--- src/rtl/tafs_pkg.sv ---
// Shared types, constants and the arctangent table of the triangle angle block.
`timescale 1ns / 1ps
package tafs_pkg;

  typedef struct packed {
    logic [15:0] side_a;
    logic [15:0] side_b;
    logic [15:0] side_c;
  } in_item_t;

  typedef struct packed {
    logic [1:0] angle_index;
    logic [7:0] degrees;
    logic [5:0] minutes;
    logic [5:0] seconds;
    logic       is_triangle;
    logic       last;
  } out_item_t;

  // classified item as it waits in the queue
  typedef struct packed {
    in_item_t sides;
    logic     is_tri;
  } job_t;

  // per-angle control that rides along the arithmetic pipeline
  typedef struct packed {
    logic [1:0] idx;
    logic       is_tri;
    logic       last;
  } tag_t;

  localparam logic [1:0] IDX_OPP_C = 2'd0;
  localparam logic [1:0] IDX_OPP_A = 2'd1;
  localparam logic [1:0] IDX_OPP_B = 2'd2;

  localparam int QUEUE_DEPTH = 4;
  localparam int QPTR_BITS   = 2;

  localparam int QUO_BITS    = 30;
  localparam int SEC_BITS    = 20;
  localparam int SCALED_BITS = 43;

  localparam logic [31:0] PI_Q30     = 32'd3373259426;
  // 648000 / 3.14159265 scaled: 1440000000000 = HI * 2^32 + LO
  localparam logic [30:0] SEC_MUL_LO = 31'd1185955840;
  localparam logic [8:0]  SEC_MUL_HI = 9'd335;
  localparam logic [22:0] SEC_DIV    = 23'd6981317;
  // floor(1440000000000 * 2^14 / SEC_DIV): seconds estimate is angle * this >> 44
  localparam logic [31:0] SEC_EST_MUL   = 32'd3379442589;
  localparam int          SEC_EST_SHIFT = 44;
  localparam logic [20:0] RECIP_60   = 21'd1118481;
  localparam int          RECIP_SHIFT = 26;
  localparam logic [5:0]  SIXTY      = 6'd60;

  // atan(2^-i) in Q2.30
  function automatic logic [31:0] atan_q30(input int unsigned i);
    logic [31:0] v;
    case (i)
      0:  v = 32'd843314857;
      1:  v = 32'd497837829;
      2:  v = 32'd263043837;
      3:  v = 32'd133525159;
      4:  v = 32'd67021687;
      5:  v = 32'd33543516;
      6:  v = 32'd16775851;
      7:  v = 32'd8388437;
      8:  v = 32'd4194283;
      9:  v = 32'd2097149;
      10: v = 32'd1048576;
      11: v = 32'd524288;
      12: v = 32'd262144;
      13: v = 32'd131072;
      14: v = 32'd65536;
      15: v = 32'd32768;
      16: v = 32'd16384;
      17: v = 32'd8192;
      18: v = 32'd4096;
      19: v = 32'd2048;
      20: v = 32'd1024;
      21: v = 32'd512;
      22: v = 32'd256;
      23: v = 32'd128;
      24: v = 32'd64;
      25: v = 32'd32;
      26: v = 32'd16;
      27: v = 32'd8;
      28: v = 32'd4;
      29: v = 32'd2;
      30: v = 32'd1;
      default: v = 32'd0;
    endcase
    return v;
  endfunction

endpackage

--- src/rtl/tafs_queue.sv ---
// Short FIFO between the classifying front and the angle back end.
`timescale 1ns / 1ps
module tafs_queue (
  input  logic            clk_i,
  input  logic            rst_ni,
  input  logic            push_valid_i,
  output logic            push_ready_o,
  input  tafs_pkg::job_t  push_data_i,
  output logic            pop_valid_o,
  input  logic            pop_ready_i,
  output tafs_pkg::job_t  pop_data_o
);

  tafs_pkg::job_t                 mem_q [tafs_pkg::QUEUE_DEPTH];
  logic [tafs_pkg::QPTR_BITS-1:0] wr_q, rd_q;
  logic [tafs_pkg::QPTR_BITS:0]   cnt_q;
  logic                           push, pop;

  assign push_ready_o = cnt_q != (tafs_pkg::QPTR_BITS+1)'(tafs_pkg::QUEUE_DEPTH);
  assign pop_valid_o  = cnt_q != '0;
  assign push         = push_valid_i && push_ready_o;
  assign pop          = pop_valid_o && pop_ready_i;
  assign pop_data_o   = mem_q[rd_q];

  always_ff @(posedge clk_i or negedge rst_ni) begin
    if (!rst_ni) begin
      wr_q  <= '0;
      rd_q  <= '0;
      cnt_q <= '0;
    end else begin
      if (push) wr_q <= wr_q + 1'b1;
      if (pop)  rd_q <= rd_q + 1'b1;
      if (push && !pop)      cnt_q <= cnt_q + 1'b1;
      else if (pop && !push) cnt_q <= cnt_q - 1'b1;
    end
  end

  always_ff @(posedge clk_i) begin
    if (push) begin
      mem_q[wr_q] <= push_data_i;
    end
  end

endmodule

--- config.mk ---
export PLATFORM = sky130hd
export DESIGN_NAME = tafs_queue
export DESIGN_NICKNAME = d
export VERILOG_FILES = /design/src/rtl/tafs_pkg.sv /design/src/rtl/tafs_queue.sv
export SDC_FILE = /design/constraint.sdc
export NUM_CORES = 1
export LEC_CHECK = 0
export BUFFER_PORTS_ARGS = -buffer_cell sky130_fd_sc_hd__buf_2
export CAP_MARGIN = 20
export CORE_UTILIZATION = 40
export CTS_CLUSTER_SIZE = 25
export DETAILED_ROUTE_END_ITERATION = 12
export GPL_ROUTABILITY_DRIVEN = 0
export HOLD_SLACK_MARGIN = 0.05
export SYNTH_ARGS = -nofsm -noshare
export SYNTH_HDL_FRONTEND = slang
export SYNTH_SLANG_ARGS = --single-unit
export TNS_END_PERCENT = 20
--- constraint.sdc ---
create_clock -name clk_i -period 2.82 [get_ports clk_i]
set_input_delay 0.564 -clock clk_i [delete_from_list [all_inputs] [get_ports clk_i]]
set_output_delay 0.564 -clock clk_i [all_outputs]
set_load 0.02 [all_outputs]
Yosys cells after proc, flatten, opt, wreduce, memory -nomap -nowiden
Memory sizes are Yosys's and may differ from the RTL's.
Index checks and enable logic that the tools add are counted.
{"block": "word_totals", "elab_cells": 21, "in_bits": 53, "memories": 1, "out_inout_bits": 51, "reg_bits": 7, "mem_bits_rw": 196}
{"memory": "mem_q", "words": 4, "width": 49, "read_ports": 1, "rd_clocked_by_memory_dff": 0, "write_ports": 1, "line": "tafs_queue.sv:14", "source": "tafs_pkg::job_t mem_q [tafs_pkg::QUEUE_DEPTH];"}
{"block": "classes", "reduce_logical": 8, "n_mux": 4, "add_sub_neg": 4, "eq_ne": 1}
{"operator": "2-to-1 mux 3 bit", "n": 2}
{"operator": "adder 2 x 1 -> 2 bit, second input constant", "n": 2}
{"operator": "logical AND 1 bit", "n": 4}
{"operator": "adder 3 x 1 -> 3 bit, second input constant", "n": 1}
{"operator": "inequality test 3 bit, second input constant", "n": 1}
{"operator": "nonzero test 3 bit", "n": 1}
{"operator": "subtractor 3 x 1 -> 3 bit, second input constant", "n": 1}
{"operator": "logical NOT 1 bit", "n": 2}
{"operator": "2-to-1 mux 1 bit", "n": 2}
{"operator": "nonzero test 2 bit", "n": 1}

Longest topological paths before layout
{"block": "logic_depth", "ltp_word": 6, "mapped_depth": 8, "ltp_nobuf": 8}

Worst setup path after synthesis
No wires, ideal clock.
{"block": "synth_timing", "kind": "in2reg", "startpoint": "input push_valid_i", "endpoint": "memory mem_q[0][0] (netlist name) (enable)", "path_slack_ns": 0.370, "arrival_time_ns": 2.039, "cell_stages": 2, "required_ns": 2.408, "path_cell_list": "a21boi_2 -> and2_1"}
{"block": "synth_between", "elab_chain_len": 3}
{"item": "start: declaration", "line": "tafs_queue.sv:6", "source": "input logic push_valid_i,"}
{"item": "logical AND 1 bit", "line": "tafs_queue.sv:21", "source": "assign push = push_valid_i && push_ready_o;"}
{"item": "2-to-1 mux 1 bit", "line": "tafs_queue.sv:39", "source": "if (push) begin"}
{"item": "2-to-1 mux 1 bit (implied by the code)", "line": "tafs_queue.sv:40", "source": "mem_q[wr_q] <= push_data_i;"}
{"item": "end: declaration", "line": "tafs_queue.sv:14"}
Every way passes these cells.

==> results.toml <==
[outcome]
status = "complete, no violations"

[layout]
area_delta_synth_final_pct = 19.5
nets = 481
nFillCells = 1460
antenna_cells = 0
utilization = 0.495
drive_above_1_share = 0.457

[worst_setup_path]
regToRegSetupSlack_ps = 610
max_stage_delay_ps = 610
critPathSlowestCell = "dfrtp_4"
reg2reg_depth = 8
critPathMaxFanout = 15
critical_path.cell_chain = "buf_4 > mux4_2 > buf_2"
worst-path-buf-inv = 2
crit_required_ps = 2260
r2r-start = "cnt_q[1]$_DFFE_PN0P_"
crit_path_start_kind = "flop"
criticalPathCategory = "flop to primary output"
crit_path_end_kind = "primary output"
cp_top_family = "flip-flops"
r2r_end = "cnt_q[2]$_DFFE_PN0P_"
cp.arrival_ps = 2060

[clocking]
postCtsHoldBufs = 1
clock-sinks = 203
clk_root_buffer_cell = "clkbuf_16"
cts_tree = "built"
insertion_delay_ps = 480
htree_levels = 1
cts_resized = 0
cts_buffers = 21
clkTransAtPathRegs_ps = 60
postCtsSetupBuffers = 0
clockBufferDepth = 3

[pwr]
seqPwrFrac = 0.433
comb_power_share = 0.323
p_int_mw = 6.73
p_sw_frac = 0.312
clkPwrFrac = 0.244
switchingPower_mw = 3.05
p_leak_nw = 3.10
vdd_drop_max_v = 0.000514
power.density_mw_per_mm2 = 1080

[global_route]
met1_usage = 0.191
grt_use_met3 = 0.0361
grt_max_degree = 41
grt_pass1_wl_mm = 21.1
grt_pass1_vias = 3746
use_met2 = 0.233
grt_busiest_layer = "met2"
grtUsageTotal = 0.143
antenna_found_initial = 1
grt_remaining_overflow = 0

[logic_synthesis]
yosys_warnings = 0
synth.largest_area_cell = "edfxtp_1"
syn_inst = 292
syn_avg_cell_area_um2 = 25.8
ys_ff_latch = 203
syn_nets = 351
syn_area_mm2 = 0.00754
yosysUniqueCellTypes = 20
yosysSeqAreaShare = 0.804
synth.top_cell.area_share = 0.781
yosys-top-cells-area = "edfxtp_1 78%, mux4_2 14%, dfrtp_1 2.3%, buf_12 1.3%, ha_1 0.83%"

[floorplan]
io_pins = 104
die_h_um = 139
start_util = 0.414
dieArea_mm2 = 0.0194
rows = 49
die_w_um = 139
core_area_mm2 = 0.0182

[timing]
rsz0062_at_grt = "false"
setup_ws_ps = 196
period_share = 0.930
setup_tns_ps = 0
fin_crit_ps = 2620
slew_violations = 0
relSlewSlack = 0.636
tightest_slew_ps = 546
hold_violations = 0
finalSetupViolations = 0
skew_ps = 6.66
max_freq_mhz = 381

[worst_hold_path]
hold_depth = 1
worstHoldStart = "push_data_i[35]"
whs_endpoint = "mem_q[3][35]$_DFFE_PP_"
hold_class = "primary input to flop"

[route]
avgRoutedWirePerCell_um = 20.0
vias = 3380
avgViaCountPerCell = 5.09
ant_nets = 0
routed_wl_mm = 13.3
dr.pass1.iters = 4
drc_errors = 0
drt_iter0_markers = 206

[place]
dp_hpwl_mm = 8.17
io_buffers = 103
place_ws_ps = 640

[flow_run]
drv_cap = 0
power by group through the flow:
stage | Clock [mW] | Sequential (mW) | Combinational [mW]
global placement | 0 | 4.27 | 3.22
detailed placement | 0 | 4.31 | 3.24
floorplan | 0 | 4.18 | 2.35
global route | 2.57 | 4.30 | 3.40
CTS | 2.46 | 4.25 | 3.25
finish | 2.38 | 4.23 | 3.16
state kept, by name, summed over array words and instances, names as in the netlist:
register and flops:
wr_q 2, cnt_q 3, rd_q 2, mem_q 196
per-layer routing:
metal	wire, µm	vias to the layer above
li1	-	1496
met1	5840	1782
met2	6470	81
met3	770	19
met4	180	2
met5	13	-
cell type report:
class	count	area [µm²]	area share
clock buffers	25	541	0.0600
flip-flops and latches	203	6070	0.673
multi-input cells	74	1330	0.148
well taps	229	287	0.0318
clock inverters	11	47.5	0.00528
repair buffers	119	726	0.0805
inverters	3	11.3	0.00125
cells in the final DEF (no fill, tap or decap):
cell type / instances
edfxtp_1: 196
buf_2: 103
mux4_2: 48
clkbuf_16: 21
clkinv_1: 8
buf_4: 8
buf_12: 7
ha_1: 5
dfrtp_1: 5
and2_2: 4
xnor2_1: 4
clkbuf_1: 4
inv_1: 3
nor2_1: 2
nand2_1: 2
mux2_2: 2
xor2_1: 2
clkinv_2: 2
a21boi_2: 1
or3_1: 1
mux4_1: 1
nand3_1: 1
fa_1: 1
clkinvlp_4: 1
dlygate4sd3_1: 1
dfrtp_4: 1
dfrtp_2: 1
worst register-to-register path, delay by kind of cell, from the launching register on:
| family | cells | cell delay, ps |
|---|---|---|
| simple gates | 3 | 720 |
| buf+inv | 1 | 70 |
| flops | 1 | 420 |
| fa+ha+maj | 2 | 590 |
| xor+xnor | 2 | 330 |
synth_stat cells:
master	n
edfxtp_1	196
mux4_2	48
dfrtp_1	7
buf_12	5
buf_2	5
ha_1	5
and2_1	4
xnor2_1	4
inv_1	3
mux2_2	2
nand2_1	2
nor2_1	2
xor2_1	2
a21boi_2	1
buf_6	1
clkbuf_1	1
fa_1	1
mux4_1	1
nand3_1	1
or3_1	1
per-stage QoR:
| step | power (mW) | cell area [µm²] | cells | hold WS, ps |
|---|---|---|---|---|
| 2_1_floorplan | 6.53 | 7540 | 292 | 268 |
| 3_3_place_gp | 7.49 | 8410 | 627 | 406 |
| 3_5_place_dp | 7.55 | 8410 | 627 | 411 |
| 4_1_cts | 9.96 | 9010 | 664 | 276 |
| 5_1_grt | 10.3 | 9010 | 664 | 288 |
| 6_report | 9.77 | 9010 | 664 | 299 |
worst max-delay path by stage:
stage	cells after the start	slack [ps]	end	startpoint
6_report	3	200	pop_data_o[14]	rd_q[0]$_DFFE_PN0P_
5_1_grt	3	80	pop_data_o[14]	rd_q[0]$_DFFE_PN0P_
4_1_cts	3	120	pop_data_o[14]	rd_q[0]$_DFFE_PN0P_
3_5_place_dp	3	640	pop_data_o[14]	rd_q[0]$_DFFE_PN0P_
3_3_place_gp	3	640	pop_data_o[16]	rd_q[0]$_DFFE_PN0P_
2_1_floorplan	2	370	mem_q[0][0]$_DFFE_PP_	push_valid_i
logic make-up (layout without fill, tap and decap cells):
kind of cell / after synthesis / count (layout) / share of synthesized area
and+or+nand+nor: 10 / 10 / 0.00680
muxes: 51 / 51 / 0.150
buffers and inverters: 15 / 158 / 0.0201
xor gates and xnor gates: 6 / 6 / 0.00697
DFF: 203 / 203 / 0.804
adders and majority gates: 6 / 6 / 0.0110
AOI/OAI and AO/OA: 1 / 1 / 0.00149
No activity file was read; power rests on OpenSTA's default activity.
