$ cat config.mk
export PLATFORM = sky130hd
export DESIGN_NAME = tafs_front
export DESIGN_NICKNAME = d
export VERILOG_FILES = /design/src/rtl/tafs_pkg.sv /design/src/rtl/tafs_front.sv
export SDC_FILE = /design/constraint.sdc
export NUM_CORES = 1
export LEC_CHECK = 0
export BUFFER_PORTS_ARGS = -buffer_cell sky130_fd_sc_hd__buf_2
export CAP_MARGIN = 20
export CELL_PAD_IN_SITES_DETAIL_PLACEMENT = 0
export CELL_PAD_IN_SITES_GLOBAL_PLACEMENT = 1
export CORE_MARGIN = 2
export CORE_UTILIZATION = 27
export CTS_CLUSTER_SIZE = 40
export DETAILED_ROUTE_END_ITERATION = 8
export PLACE_DENSITY = 0.56
export SYNTH_ARGS = -nofsm -noshare
export SYNTH_HDL_FRONTEND = slang
export SYNTH_SLANG_ARGS = --single-unit
export TNS_END_PERCENT = 100
$ cat constraint.sdc
create_clock -name clk_i -period 3.5 [get_ports clk_i]
set_input_delay 0.875 -clock clk_i [delete_from_list [all_inputs] [get_ports clk_i]]
set_output_delay 0.875 -clock clk_i [all_outputs]
set_load 0.005 [all_outputs]
$ cat src/rtl/tafs_pkg.sv
// Shared types, constants and the arctangent table of the triangle angle block.
`timescale 1ns / 1ps
package tafs_pkg;

  typedef struct packed {
    logic [15:0] side_a;
    logic [15:0] side_b;
    logic [15:0] side_c;
  } in_item_t;

  typedef struct packed {
    logic [1:0] angle_index;
    logic [7:0] degrees;
    logic [5:0] minutes;
    logic [5:0] seconds;
    logic       is_triangle;
    logic       last;
  } out_item_t;

  // classified item as it waits in the queue
  typedef struct packed {
    in_item_t sides;
    logic     is_tri;
  } job_t;

  // per-angle control that rides along the arithmetic pipeline
  typedef struct packed {
    logic [1:0] idx;
    logic       is_tri;
    logic       last;
  } tag_t;

  localparam logic [1:0] IDX_OPP_C = 2'd0;
  localparam logic [1:0] IDX_OPP_A = 2'd1;
  localparam logic [1:0] IDX_OPP_B = 2'd2;

  localparam int QUEUE_DEPTH = 4;
  localparam int QPTR_BITS   = 2;

  localparam int QUO_BITS    = 30;
  localparam int SEC_BITS    = 20;
  localparam int SCALED_BITS = 43;

  localparam logic [31:0] PI_Q30     = 32'd3373259426;
  // 648000 / 3.14159265 scaled: 1440000000000 = HI * 2^32 + LO
  localparam logic [30:0] SEC_MUL_LO = 31'd1185955840;
  localparam logic [8:0]  SEC_MUL_HI = 9'd335;
  localparam logic [22:0] SEC_DIV    = 23'd6981317;
  // floor(1440000000000 * 2^14 / SEC_DIV): seconds estimate is angle * this >> 44
  localparam logic [31:0] SEC_EST_MUL   = 32'd3379442589;
  localparam int          SEC_EST_SHIFT = 44;
  localparam logic [20:0] RECIP_60   = 21'd1118481;
  localparam int          RECIP_SHIFT = 26;
  localparam logic [5:0]  SIXTY      = 6'd60;

  // atan(2^-i) in Q2.30
  function automatic logic [31:0] atan_q30(input int unsigned i);
    logic [31:0] v;
    case (i)
      0:  v = 32'd843314857;
      1:  v = 32'd497837829;
      2:  v = 32'd263043837;
      3:  v = 32'd133525159;
      4:  v = 32'd67021687;
      5:  v = 32'd33543516;
      6:  v = 32'd16775851;
      7:  v = 32'd8388437;
      8:  v = 32'd4194283;
      9:  v = 32'd2097149;
      10: v = 32'd1048576;
      11: v = 32'd524288;
      12: v = 32'd262144;
      13: v = 32'd131072;
      14: v = 32'd65536;
      15: v = 32'd32768;
      16: v = 32'd16384;
      17: v = 32'd8192;
      18: v = 32'd4096;
      19: v = 32'd2048;
      20: v = 32'd1024;
      21: v = 32'd512;
      22: v = 32'd256;
      23: v = 32'd128;
      24: v = 32'd64;
      25: v = 32'd32;
      26: v = 32'd16;
      27: v = 32'd8;
      28: v = 32'd4;
      29: v = 32'd2;
      30: v = 32'd1;
      default: v = 32'd0;
    endcase
    return v;
  endfunction

endpackage

$ cat src/rtl/tafs_front.sv
// Input stage: takes items, masks the sides and runs the triangle test.
`timescale 1ns / 1ps
module tafs_front #(
  parameter int SIDE_BITS = 16
) (
  input  logic                clk_i,
  input  logic                rst_ni,
  input  logic                in_valid_i,
  output logic                in_ready_o,
  input  tafs_pkg::in_item_t  in_item_i,
  output logic                job_valid_o,
  input  logic                job_ready_i,
  output tafs_pkg::job_t      job_o
);

  localparam int SW1 = SIDE_BITS + 1;

  logic [SIDE_BITS-1:0] a, b, c;
  logic                 fv_q;
  tafs_pkg::job_t       job_d, job_q;

  assign a = SIDE_BITS'(in_item_i.side_a);
  assign b = SIDE_BITS'(in_item_i.side_b);
  assign c = SIDE_BITS'(in_item_i.side_c);

  always_comb begin
    job_d.sides.side_a = 16'(a);
    job_d.sides.side_b = 16'(b);
    job_d.sides.side_c = 16'(c);
    job_d.is_tri = (SW1'(a) + SW1'(b) > SW1'(c)) &&
                   (SW1'(b) + SW1'(c) > SW1'(a)) &&
                   (SW1'(a) + SW1'(c) > SW1'(b));
  end

  assign in_ready_o  = !fv_q || job_ready_i;
  assign job_valid_o = fv_q;
  assign job_o       = job_q;

  always_ff @(posedge clk_i or negedge rst_ni) begin
    if (!rst_ni) begin
      fv_q <= 1'b0;
    end else if (in_valid_i && in_ready_o) begin
      fv_q <= 1'b1;
    end else if (job_ready_i) begin
      fv_q <= 1'b0;
    end
  end

  always_ff @(posedge clk_i) begin
    if (in_valid_i && in_ready_o) begin
      job_q <= job_d;
    end
  end

endmodule

# --- After elaboration in Yosys (flattened, before gate mapping) ---
# Cells that the tools add are included.
classes:
  add_sub_neg: 3
  n_lt_le_gt_ge: 3
  n_mux: 2
  reduce_logical: 6
ops:
  columns: ["operator", "count"]
  rows:
  - ["adder 16 x 16 -> 17 bit", 3]
  - ["> comparator 17 x 16 -> 1 bit", 3]
  - ["logical AND 1 bit", 3]
  - ["2-to-1 mux 1 bit", 2]
  - ["nonzero test 2 bit", 1]
  - ["logical NOT 1 bit", 1]
  - ["logical OR 1 bit", 1]
word_totals:
  reg_bits: 50
  wordCells: 19

# --- Logic depth before layout (Yosys ltp) ---
# Gate-level depths: netlist (run 1).
logic_depth:
  depth_word: 4
  ltp_mapped: 17

# --- Worst setup path before layout (run 1) ---
# OpenSTA, ideal clock, no wires.
synth_timing:
  path_type: "input port to flip-flop"
  start: "input port in_item_i[0] (netlist name)"
  end: "register job_q (netlist bit job_o[0]) (data pin)"
  arrival_ns: 3.734
  t_required_ns: 3.237
  setup_slack_ns: -0.498
  path_stages: 16
  n_path_buf: 0
  path_cell_list: "ha_1 -> inv_1 -> fa_1 -> nand2b_1 -> a21oi_2 -> o211a_1 -> a2111oi_2 -> or3_1 -> xnor2_1 -> ha_1 -> nand4_1 -> nor4_1 -> a31oi_1 -> o22ai_2 -> o211a_1 -> a211oi_2"
synth_rtl:
  columns: ["item", "line", "text"]
  rows:
  - ["start: declaration", "tafs_front.sv:10", "input tafs_pkg::in_item_t in_item_i,"]
  - ["end signal: assignment", "tafs_front.sv:51", "job_q <= job_d;"]
  - ["end: declaration", "tafs_front.sv:20", "tafs_pkg::job_t job_d, job_q;"]

==> results.py, run 1 <==
metrics = {
    "global_route": {
        "grt_use_total": 0.171,
        "antenna_found_initial": 0,
        "grt_pass1_vias": 4625,
        "grt_start_max_net_pins": 28,
        "grt_pass1_wl_um": 24400,
        "grt-ovfl-total": 0,
    },
    "worst_setup_path": {
        "critPathTopFamily": "simple AND/OR/NAND/NOR gates",
        "cp_slowest_stage_delay_ns": 0.49,
        "cp_cell_sequence": "buf_6 > ha_1 > inv_1 > fa_2 > nand2b_4 > a21oi_2 > buf_4 > buf_4 > o311ai_1 > buf_4 > nand2_1 > nor2_1 > xnor2_1 > ha_1 > nand4_1 > or4_1 > a31oi_1 > and3_1 > a211oi_2",
        "arrival_ns": 3.99,
        "cp_common_cell": "buf_4",
        "critPathBufInv": 5,
        "cp-start-kind": "input pin",
        "worstSetupPathType": "in2reg",
        "critPathRequiredTime_ns": 3.56,
        "critPathCaptureType": "flop",
        "cp_max_fo": 3,
        "cpMaxStageDelayCell": "or4_1",
    },
    "synthesis": {
        "synth.distinct_cells": 51,
        "postSynthAreaPerCell_um2": 9.45,
        "ys.flop_type": "edfxtp_1",
        "synth_seq_cells": 50,
        "synth-simple-area-share": 0.132,
        "muxShareOfSynthArea": 0,
        "synth_adder_area_share": 0.263,
        "synth_nets": 658,
        "synth_top_family_by_area": "adder cells",
        "async_flop_share": 0.0200,
        "ys.warnings.count": 0,
        "synth_enable_flop_cells": 49,
        "netlist_area_mm2": 0.00479,
        "synth_xor_area_frac": 0.0621,
        "seq_area_frac_synth": 0.312,
        "synth_compound_area_frac": 0.179,
        "synth_cells": 507,
    },
    "finish": {
        "seqCellArea_mm2": 0.00150,
        "post-route-cell-area_mm2": 0.00704,
        "n_antenna_cell": 0,
        "layout.nets": 906,
        "drive_gt1_frac": 0.380,
        "fin_util": 0.405,
        "final_cell_count_no_fill": 981,
        "multi_input_area_mm2": 0.00325,
        "area_growth_pct": 46.8,
        "fillers": 1788,
    },
    "clock_tree": {
        "clock_latency_ns": 0.31,
        "clockBufferDepth": 2,
        "cts_buffers": 5,
        "htreeDepth": 2,
        "cts.sink_count": 50,
        "root_buffer": "clkbuf_16",
        "cts_tree": "done",
        "clkTransAtPathRegs_ns": 0.08,
    },
    "sta": {
        "tightest_slew_ns": 0.660,
        "fmax_mhz": 254,
        "post-route-period-util": 1.12,
        "skew_ns": 0.00921,
        "finalWorstSetupSlack_ns": -0.432,
        "rsz0062_at_grt": "yes",
        "slew_headroom": 0.560,
        "fin_crit_ns": 3.93,
        "setup_viol": 1,
        "drv_slew": 0,
        "hold_violations": 0,
        "tns_ns": -0.432,
    },
    "die": {
        "die_x_um": 137,
        "rows": 48,
        "die_area_mm2": 0.0188,
        "core_area_mm2": 0.0174,
        "initial_utilization": 0.276,
        "ios": 103,
        "fp.dieH_um": 137,
    },
    "run": {
        "max_cap_violations": 0,
    },
    "min_path": {
        "hold_class": "in2async",
    },
    "detailed_routing": {
        "ant_nets": 0,
        "first_pass_iters": 4,
        "drc": 0,
        "vias": 4541,
        "drt_iter0_markers": 135,
        "routed_wl_um": 15500,
        "wire_per_inst_um": 15.8,
        "via_per_inst": 4.63,
    },
    "place": {
        "dp_cells": 970,
        "gp_congestion": 0.857,
        "dp_hpwl_um": 13200,
        "dpl_cell_area_mm2": 0.00667,
        "io_buffer_count": 102,
    },
    "power": {
        "combPwrFrac": 0.468,
        "peakVddDrop_uv": 169,
        "clockPowerShare": 0.241,
        "swShare": 0.339,
        "switchingPower_mw": 0.823,
        "cellLeakagePower_nw": 3.44,
        "power_frac_seq": 0.291,
        "power.internal_mw": 1.60,
        "p_per_area_mw_per_mm2": 345,
    },
    "run_status": {
        "violations": "setup timing",
        "status": "complete, but fails checks",
    },
}
[cell usage after synthesis (2+ instances only)]
| cell | instances | share of area |
|---|---|---|
| a2111oi_0 | 3 | 0.0055 |
| a2111oi_2 | 2 | 0.0063 |
| a211oi_1 | 5 | 0.0078 |
| a21o_1 | 12 | 0.019 |
| a21oi_1 | 38 | 0.040 |
| a31oi_1 | 9 | 0.012 |
| edfxtp_1 | 49 | 0.31 |
| fa_1 | 3 | 0.013 |
| ha_1 | 96 | 0.25 |
| inv_1 | 67 | 0.052 |
| nand2_1 | 25 | 0.020 |
| nand2b_1 | 12 | 0.016 |
| nand3_1 | 10 | 0.010 |
| nand3b_1 | 2 | 0.0031 |
| nand4_1 | 9 | 0.012 |
| nor2_1 | 40 | 0.031 |
| nor2b_1 | 8 | 0.010 |
| nor3_1 | 9 | 0.0094 |
| nor3b_1 | 2 | 0.0031 |
| o211a_1 | 3 | 0.0063 |
| o211ai_1 | 5 | 0.0078 |
| o21a_1 | 8 | 0.013 |
| o21ai_0 | 15 | 0.016 |
| o21ai_1 | 8 | 0.0084 |
| o21bai_1 | 3 | 0.0047 |
| o311ai_1 | 2 | 0.0037 |
| o31ai_1 | 4 | 0.0063 |
| or3_1 | 3 | 0.0039 |
| xnor2_1 | 29 | 0.053 |
| xor2_1 | 5 | 0.0091 |
[area by class of cell]
class                   count  area share
repair buffers            241       0.226
inverters                  67      0.0357
multi-input cells         390       0.462
well taps                 225      0.0400
flip-flops and latches     50       0.213
clock buffers               5      0.0178
clock inverters             3     0.00622
[what timing repair did]
| item | in CTS | in global routing |
|---|---|---|
| pin swaps | 13 | 11 |
| endpoints found under the setup margin | 1 | 1 |
| resized for setup | 17 | 21 |
| hold buffers | 0 | 0 |
| cloned | 0 | 0 |
| buffers inserted | 2 | 1 |
[per-layer routing]
layer  routed length [um]  track usage  vias up
li1                     -            -     2350
met1                 7620        0.235     2096
met2                 7090        0.279       80
met3                  545       0.0276       15
met4                  278       0.0430        0
met5                    0            0        -
[through the flow]
| step | worst slack [ns] | power, mW | hold slack (ns) |
|---|---|---|---|
| final | -0.432 | 2.43 | 0.334 |
| after global routing | -0.576 | 2.61 | 0.322 |
| after floorplan | -0.308 | 1.32 | 0.537 |
| after global placement | -1.04 | 1.79 | 0.498 |
| after detailed placement | -1.05 | 1.79 | 0.519 |
| after CTS | -0.484 | 2.43 | 0.324 |
[path summary, 6_finish.rpt]
check                                         from                 endpoint  slack [ns]  depth (start not counted)
min in group clk_i         job_valid_o$_DFFE_PN0P_  job_valid_o$_DFFE_PN0P_        0.54                          2
min reg2reg                job_valid_o$_DFFE_PN0P_  job_valid_o$_DFFE_PN0P_        0.54                          2
max                                  in_item_i[16]       job_o[0]$_DFFE_PP_       -0.43                         19
max in group asynchronous                   rst_ni  job_valid_o$_DFFE_PN0P_        3.08                          1
min                                         rst_ni  job_valid_o$_DFFE_PN0P_        0.33                          1
max reg2reg                job_valid_o$_DFFE_PN0P_       job_o[3]$_DFFE_PP_        1.84                          3
[state kept, by name, indices dropped and copies added (netlist names)]
name         cells
job_o           49
job_valid_o      1
[power by group through the flow]
stage          clock (mW)  combinational [mW]  sequential [mW]
2_1_floorplan           0               0.591            0.727
3_3_place_gp            0                1.06            0.721
3_5_place_dp            0                1.07            0.721
4_1_cts             0.610                1.11            0.708
5_1_grt             0.628                1.27            0.710
6_report            0.584                1.14            0.707
[placed cells by master (no fill, tap or decap), types with 4 or more instances in the layout]
cell | netlist | layout
a211oi_1 | 5 | 4
a21o_1 | 12 | 12
a21oi_1 | 38 | 35
a31oi_1 | 9 | 7
buf_2 | 0 | 100
buf_4 | 0 | 137
clkbuf_16 | 0 | 5
edfxtp_1 | 49 | 49
ha_1 | 96 | 95
inv_1 | 67 | 64
nand2_1 | 25 | 25
nand2b_1 | 12 | 10
nand3_1 | 10 | 10
nand4_1 | 9 | 9
nor2_1 | 40 | 38
nor2b_1 | 8 | 7
nor3_1 | 9 | 8
o211ai_1 | 5 | 5
o21a_1 | 8 | 8
o21ai_0 | 15 | 13
o21ai_1 | 8 | 9
xnor2_1 | 29 | 28
xor2_1 | 5 | 5
[logic make-up after synthesis]
| group | after synthesis |
|---|---|
| flops | 50 |
| xor+xnor | 34 |
| compound gates | 129 |
| buf+inv | 67 |
| simple gates | 128 |
| fa+ha+maj | 99 |
Note: power is estimated with default switching activity, not from simulation.
==> run 2, diff against run 1 <==
--- a/config.mk
+++ b/config.mk
@@ -5,6 +5,7 @@
 export SDC_FILE = /design/constraint.sdc
 export NUM_CORES = 1
 export LEC_CHECK = 0
+export ABC_AREA = 1
 export BUFFER_PORTS_ARGS = -buffer_cell sky130_fd_sc_hd__buf_2
 export CAP_MARGIN = 20
 export CELL_PAD_IN_SITES_DETAIL_PLACEMENT = 0
@@ -13,7 +14,7 @@
 export CORE_UTILIZATION = 27
 export CTS_CLUSTER_SIZE = 40
 export DETAILED_ROUTE_END_ITERATION = 8
-export PLACE_DENSITY = 0.56
+export PLACE_DENSITY = 0.57
 export SYNTH_ARGS = -nofsm -noshare
 export SYNTH_HDL_FRONTEND = slang
 export SYNTH_SLANG_ARGS = --single-unit
==> results.py, run 2 <==
metrics = {
    "sta": {
        "skew_ns": 0.00781,
        "rsz0062_at_grt": "yes",
        "fmax_mhz": 283,
        "post-route-period-util": 1.01,
        "setup_viol": 1,
        "finalWorstSetupSlack_ns": -0.0389,
        "hold_violations": 0,
        "fin_crit_ns": 3.54,
        "tns_ns": -0.0389,
        "drv_slew": 0,
        "tightest_slew_ns": 0.672,
        "slew_headroom": 0.552,
    },
    "synthesis": {
        "synth_cells": 619,
        "synth_top_cell_by_area": "edfxtp_1",
        "synthDominantCellAreaShare": 0.291,
        "synth_compound_area_frac": 0.116,
        "synth_area_leaders": "edfxtp_1 29%, ha_1 24%, nand2_1 9.6%",
        "async_flop_share": 0.0200,
        "synth_xor_area_frac": 0.0709,
        "synth_enable_flop_cells": 49,
        "synth_adder_area_share": 0.249,
        "seq_area_frac_synth": 0.296,
        "synth.distinct_cells": 37,
        "netlist_area_mm2": 0.00506,
        "synth-simple-area-share": 0.185,
        "muxShareOfSynthArea": 0,
        "synth_nets": 770,
        "ys.warnings.count": 0,
        "synth_seq_cells": 50,
        "postSynthAreaPerCell_um2": 8.18,
        "synth_common_cells": "130 x nand2_1, 113 x inv_1, 96 x ha_1",
        "synth_top_family_by_area": "adder cells",
        "synth_most_common_cell": "nand2_1",
        "ys.flop_type": "edfxtp_1",
    },
    "die": {
        "initial_utilization": 0.273,
        "rows": 50,
        "die_area_mm2": 0.0199,
        "fp.dieH_um": 141,
        "die_x_um": 141,
        "core_area_mm2": 0.0186,
        "ios": 103,
    },
    "power": {
        "peakVddDrop_uv": 139,
        "clockPowerShare": 0.244,
        "combPwrFrac": 0.458,
        "power_frac_seq": 0.297,
        "switchingPower_mw": 0.830,
        "power.internal_mw": 1.55,
        "swShare": 0.348,
        "cellLeakagePower_nw": 3.59,
        "p_per_area_mw_per_mm2": 349,
    },
    "finish": {
        "largest_reg_flops": 49,
        "drive_gt1_frac": 0.277,
        "final_cell_mix": "128 x nand2_1, 112 x inv_1, 100 x buf_2",
        "area_growth_pct": 34.8,
        "final_common_cell": "nand2_1",
        "layout.nets": 976,
        "fin_util": 0.367,
        "post-route-cell-area_mm2": 0.00682,
        "final_cell_count_no_fill": 1060,
        "n_antenna_cell": 0,
    },
    "worst_setup_path": {
        "arrival_ns": 3.60,
        "cp_max_fo": 2,
        "critPathRequiredTime_ns": 3.56,
        "worstSetupPathType": "in2reg",
        "critPathCaptureType": "flop",
        "cp-start-kind": "input pin",
    },
    "place": {
        "dpl_cell_area_mm2": 0.00660,
        "io_buffer_count": 102,
        "dp_hpwl_um": 13700,
        "pre_cts_ws_ns": -0.488,
        "dp_cells": 1048,
        "gp_congestion": 0.846,
    },
    "clock_tree": {
        "cts_hold_buf": 0,
        "htreeDepth": 2,
        "root_buffer": "clkbuf_16",
        "cts_buffers": 5,
        "clockBufferDepth": 2,
        "clkTransAtPathRegs_ns": 0.07,
        "cts.sink_count": 50,
        "clock_latency_ns": 0.30,
        "cts_tree": "done",
    },
    "global_route": {
        "grt_pass1_vias": 4959,
        "grt_start_max_net_pins": 50,
        "grt-ovfl-total": 0,
        "grt_pass1_wl_um": 25000,
        "antenna_found_initial": 0,
        "grt_use_total": 0.162,
    },
    "run_status": {
        "violations": "setup timing",
        "status": "complete, but fails checks",
    },
    "detailed_routing": {
        "wire_per_inst_um": 15.0,
        "drt_iter0_markers": 231,
        "first_pass_iters": 4,
        "via_per_inst": 4.62,
        "drc": 0,
        "vias": 4900,
        "routed_wl_um": 15900,
        "ant_nets": 0,
    },
    "min_path": {
        "hold_class": "in2async",
    },
    "run": {
        "max_cap_violations": 0,
    },
}
==> run 2: cell count changes after synthesis, moves of 5 or more <==
cell and change:
nand4_1 +6, a21o_1 -9, inv_1 +46, xor2_1 +21
a31oi_1 -5, nand2b_1 -12, nand3_1 +16, a21oi_1 +18
o21a_1 -7, xnor2_1 -14, nand2_1 +105, nor2b_1 -8
o21ai_1 -6, nor2_1 -8
==> run 2: power by group through the flow <==
stage	Clock (mW)	Sequential (mW)	Combinational, mW
floorplan	0	0.727	0.641
global placement	0	0.721	1.06
detailed placement	0	0.721	1.08
CTS	0.599	0.708	1.10
global route	0.624	0.711	1.24
finish	0.583	0.708	1.09
==> run 2: repair_timing <==
item                       in CTS  in global routing
setup buffers                   4                  0
gates resized for setup         7                  1
pin swaps                      10                  2
setup endpoints to repair       1                  1
==> run 2: cells by family after synthesis <==
family / after synthesis
and+or+nand+nor: 218
buffers and inverters: 113
adders and majority gates: 99
AOI/OAI and AO/OA: 98
DFF: 50
xor gates and xnor gates: 41
==> run 2: worst paths after layout <==
kind	cells past startpoint	end	slack, ns	startpoint
min in group clk_i	2	job_valid_o$_DFFE_PN0P_	0.60	job_valid_o$_DFFE_PN0P_
worst max register to register	2	job_o[15]$_DFFE_PP_	1.98	job_valid_o$_DFFE_PN0P_
max in group asynchronous	1	job_valid_o$_DFFE_PN0P_	3.06	rst_ni
worst min register to register	2	job_valid_o$_DFFE_PN0P_	0.60	job_valid_o$_DFFE_PN0P_
worst max-delay path	26	job_o[0]$_DFFE_PP_	-0.04	in_item_i[16]
worst min-delay path	1	job_valid_o$_DFFE_PN0P_	0.35	rst_ni
==> run 2: cell type report <==
cell class,instances,area (um^2)
Fill cell,1917,11800
Multi-Input combinational cell,456,3190
Sequential cell,50,1500
Timing Repair Buffer,199,1250
Inverter,113,424
Tap cell,234,293
Clock buffer,7,143
Clock inverter,1,30.0
==> run 2: per-layer routing <==
metal  GRT usage  wire length, um  vias to the layer above  part of all wire
met4      0.0453              274                        0             0.017
met5           0                0                        -                 0
met2       0.280             7460                      107              0.47
met3      0.0251              703                       21             0.044
li1            -                -                     2514                 -
met1       0.212             7470                     2258              0.47
==> run 2: through the flow <==
step                hold slack (ns)  power (mW)
floorplan                     0.551        1.37
global placement              0.549        1.78
detailed placement            0.601        1.80
CTS                           0.337        2.41
global route                  0.330        2.58
finish                        0.346        2.38
==> run 2: critical path, cell delays in order <==
cell and delay [ns]:
buf_4 0.10, ha_4 0.14, inv_2 0.04, fa_2 0.39, nand3b_1 0.18, nand2_2 0.09, a21oi_2 0.07, o21ai_2 0.15
nand2_1 0.10, o21ai_2 0.15, xor2_1 0.17, ha_1 0.28, nand2_1 0.07, inv_1 0.05, nand2_1 0.07, nand2_1 0.05
a21oi_1 0.12, nand2_1 0.07, nand2_1 0.06, nand2_1 0.05, nand2_1 0.05, nand2_1 0.05, nand2_1 0.06, nand2_1 0.06
nand3_1 0.07, nor2_1 0.04
==> run 3, diff against run 2 <==
==> constraint.sdc (replaced) <==
create_clock -name clk_i -period 3.5 [get_ports clk_i]
set_input_delay 0.35 -clock clk_i [delete_from_list [all_inputs] [get_ports clk_i]]
set_output_delay 0.35 -clock clk_i [all_outputs]
set_load 0.005 [all_outputs]
==> results.py, run 3 (synthesized netlist as in run 2, its figures left out) <==
metrics = {
    "run_status": {
        "status": "finished clean",
    },
    "die": {
        "rows": 50,
        "initial_utilization": 0.273,
        "ios": 103,
        "core_area_mm2": 0.0186,
        "die_area_mm2": 0.0199,
        "die_x_um": 141,
        "fp.dieH_um": 141,
    },
    "worst_setup_path": {
        "cp_max_fo": 3,
        "cp_common_cell": "nand2_1",
        "worstSetupPathType": "in2reg",
        "arrival_ns": 3.21,
        "critPathRequiredTime_ns": 3.56,
        "cp-start-kind": "input pin",
        "critPathCaptureType": "flop",
        "r2r_slack_ns": 2.00,
        "cpMaxStageDelayCell": "fa_1",
        "cp_slowest_stage_delay_ns": 0.39,
    },
    "run": {
        "max_cap_violations": 0,
    },
    "detailed_routing": {
        "ant_nets": 0,
        "first_pass_iters": 4,
        "drc": 0,
        "via_per_inst": 4.64,
        "drt_iter0_markers": 188,
        "wire_per_inst_um": 15.6,
        "vias": 4555,
        "routed_wl_um": 15300,
    },
    "sta": {
        "fmax_mhz": 318,
        "drv_slew": 0,
        "hold_violations": 0,
        "setup_viol": 0,
        "post-route-period-util": 0.899,
        "fin_crit_ns": 3.15,
        "skew_ns": 0.00627,
        "rsz0062_at_grt": "no",
        "tightest_slew_ns": 0.659,
        "tns_ns": 0,
        "slew_headroom": 0.561,
    },
    "finish": {
        "area_growth_pct": 22.0,
        "largest_reg_flops": 49,
        "fillers": 1971,
        "final_cell_mix": "129 x nand2_1, 113 x inv_1, 102 x buf_2",
        "drive_gt1_frac": 0.193,
        "post-route-cell-area_mm2": 0.00618,
        "n_antenna_cell": 0,
        "layout.nets": 897,
        "final_common_cell": "nand2_1",
    },
    "clock_tree": {
        "clockBufferDepth": 2,
        "cts_setup_buffers": 0,
        "cts_tree": "done",
        "root_buffer": "clkbuf_16",
        "clock_latency_ns": 0.30,
        "clkTransAtPathRegs_ns": 0.07,
        "cts_buffers": 5,
        "cts.sink_count": 50,
        "htreeDepth": 2,
    },
    "global_route": {
        "grt_pass1_vias": 4617,
        "antenna_found_initial": 0,
        "grt_pass1_wl_um": 23600,
        "grt_use_total": 0.155,
        "grt-ovfl-total": 0,
        "grt_start_max_net_pins": 50,
    },
    "place": {
        "io_buffer_count": 102,
        "dp_hpwl_um": 13100,
        "gp_congestion": 0.846,
        "dpl_cell_area_mm2": 0.00601,
    },
    "power": {
        "p_per_area_mw_per_mm2": 350,
        "clockPowerShare": 0.234,
        "power_frac_seq": 0.328,
        "power_mw": 2.16,
        "combPwrFrac": 0.439,
        "swShare": 0.369,
        "peakVddDrop_uv": 151,
        "power.internal_mw": 1.37,
        "cellLeakagePower_nw": 3.20,
        "switchingPower_mw": 0.798,
    },
    "min_path": {
        "hold_class": "in2reg",
    },
}
-- run 3: layer usage --
| metal | share of wire | track usage | vias up |
|---|---|---|---|
| met5 | 0 | 0 | - |
| li1 | - | - | 2359 |
| met4 | 0.020 | 0.0495 | 0 |
| met2 | 0.46 | 0.254 | 83 |
| met3 | 0.037 | 0.0190 | 18 |
| met1 | 0.48 | 0.214 | 2095 |
-- run 3: worst max-delay path, delay by kind of cell --
kind	cells	cell delay (ns)
simple gates	15	1.09
fa+ha+maj	3	0.85
compound gates	4	0.53
buf+inv	3	0.21
xor+xnor	1	0.18
-- run 3: power by group through the flow --
stage	Sequential [mW]	Clock, mW	Combinational, mW
floorplan	0.729	0	0.638
finish	0.709	0.505	0.949
global route	0.712	0.548	1.09
global placement	0.721	0	0.942
CTS	0.709	0.528	0.955
detailed placement	0.723	0	0.948
-- run 3: worst paths after layout --
check                                          end                     from  depth (start not counted)
max in group asynchronous  job_valid_o$_DFFE_PN0P_                   rst_ni                          2
max reg2reg                    job_o[29]$_DFFE_PP_  job_valid_o$_DFFE_PN0P_                          2
min                        job_valid_o$_DFFE_PN0P_               in_valid_i                          3
max                             job_o[0]$_DFFE_PP_            in_item_i[16]                         26
min in group asynchronous  job_valid_o$_DFFE_PN0P_                   rst_ni                          2
min reg2reg                job_valid_o$_DFFE_PN0P_  job_valid_o$_DFFE_PN0P_                          2
-- run 3: metrics by stage --
step	std cells	worst slack (ns)	utilization	hold WS, ns
6_report	981	0.354	0.332	0.284
5_1_grt	981	0.0320	0.332	0.284
4_1_cts	981	0.270	0.332	0.274
3_5_place_dp	972	-0.0649	0.323	0.129
3_3_place_gp	972	-0.00643	0.323	0.125
2_1_floorplan	619	0.206	-	0.0544
-- run 3: layout make-up --
type | count | area [um^2] | area share
tap | 234 | 293 | 0.0474
multi-input combinational | 456 | 3170 | 0.513
clock buffer | 7 | 143 | 0.0231
clock inverter | 1 | 5.00 | 0.000810
sequential | 50 | 1500 | 0.242
timing repair buffer | 120 | 648 | 0.105
inverter | 113 | 424 | 0.0687
-- run 3: what timing repair did --
action | 4_1_cts | 5_1_grt
endpoints found under the setup margin | 0 | 1
hold buffers | 1 | 0
resized for setup | 0 | 4
endpoints found under the hold margin | 1 | 0
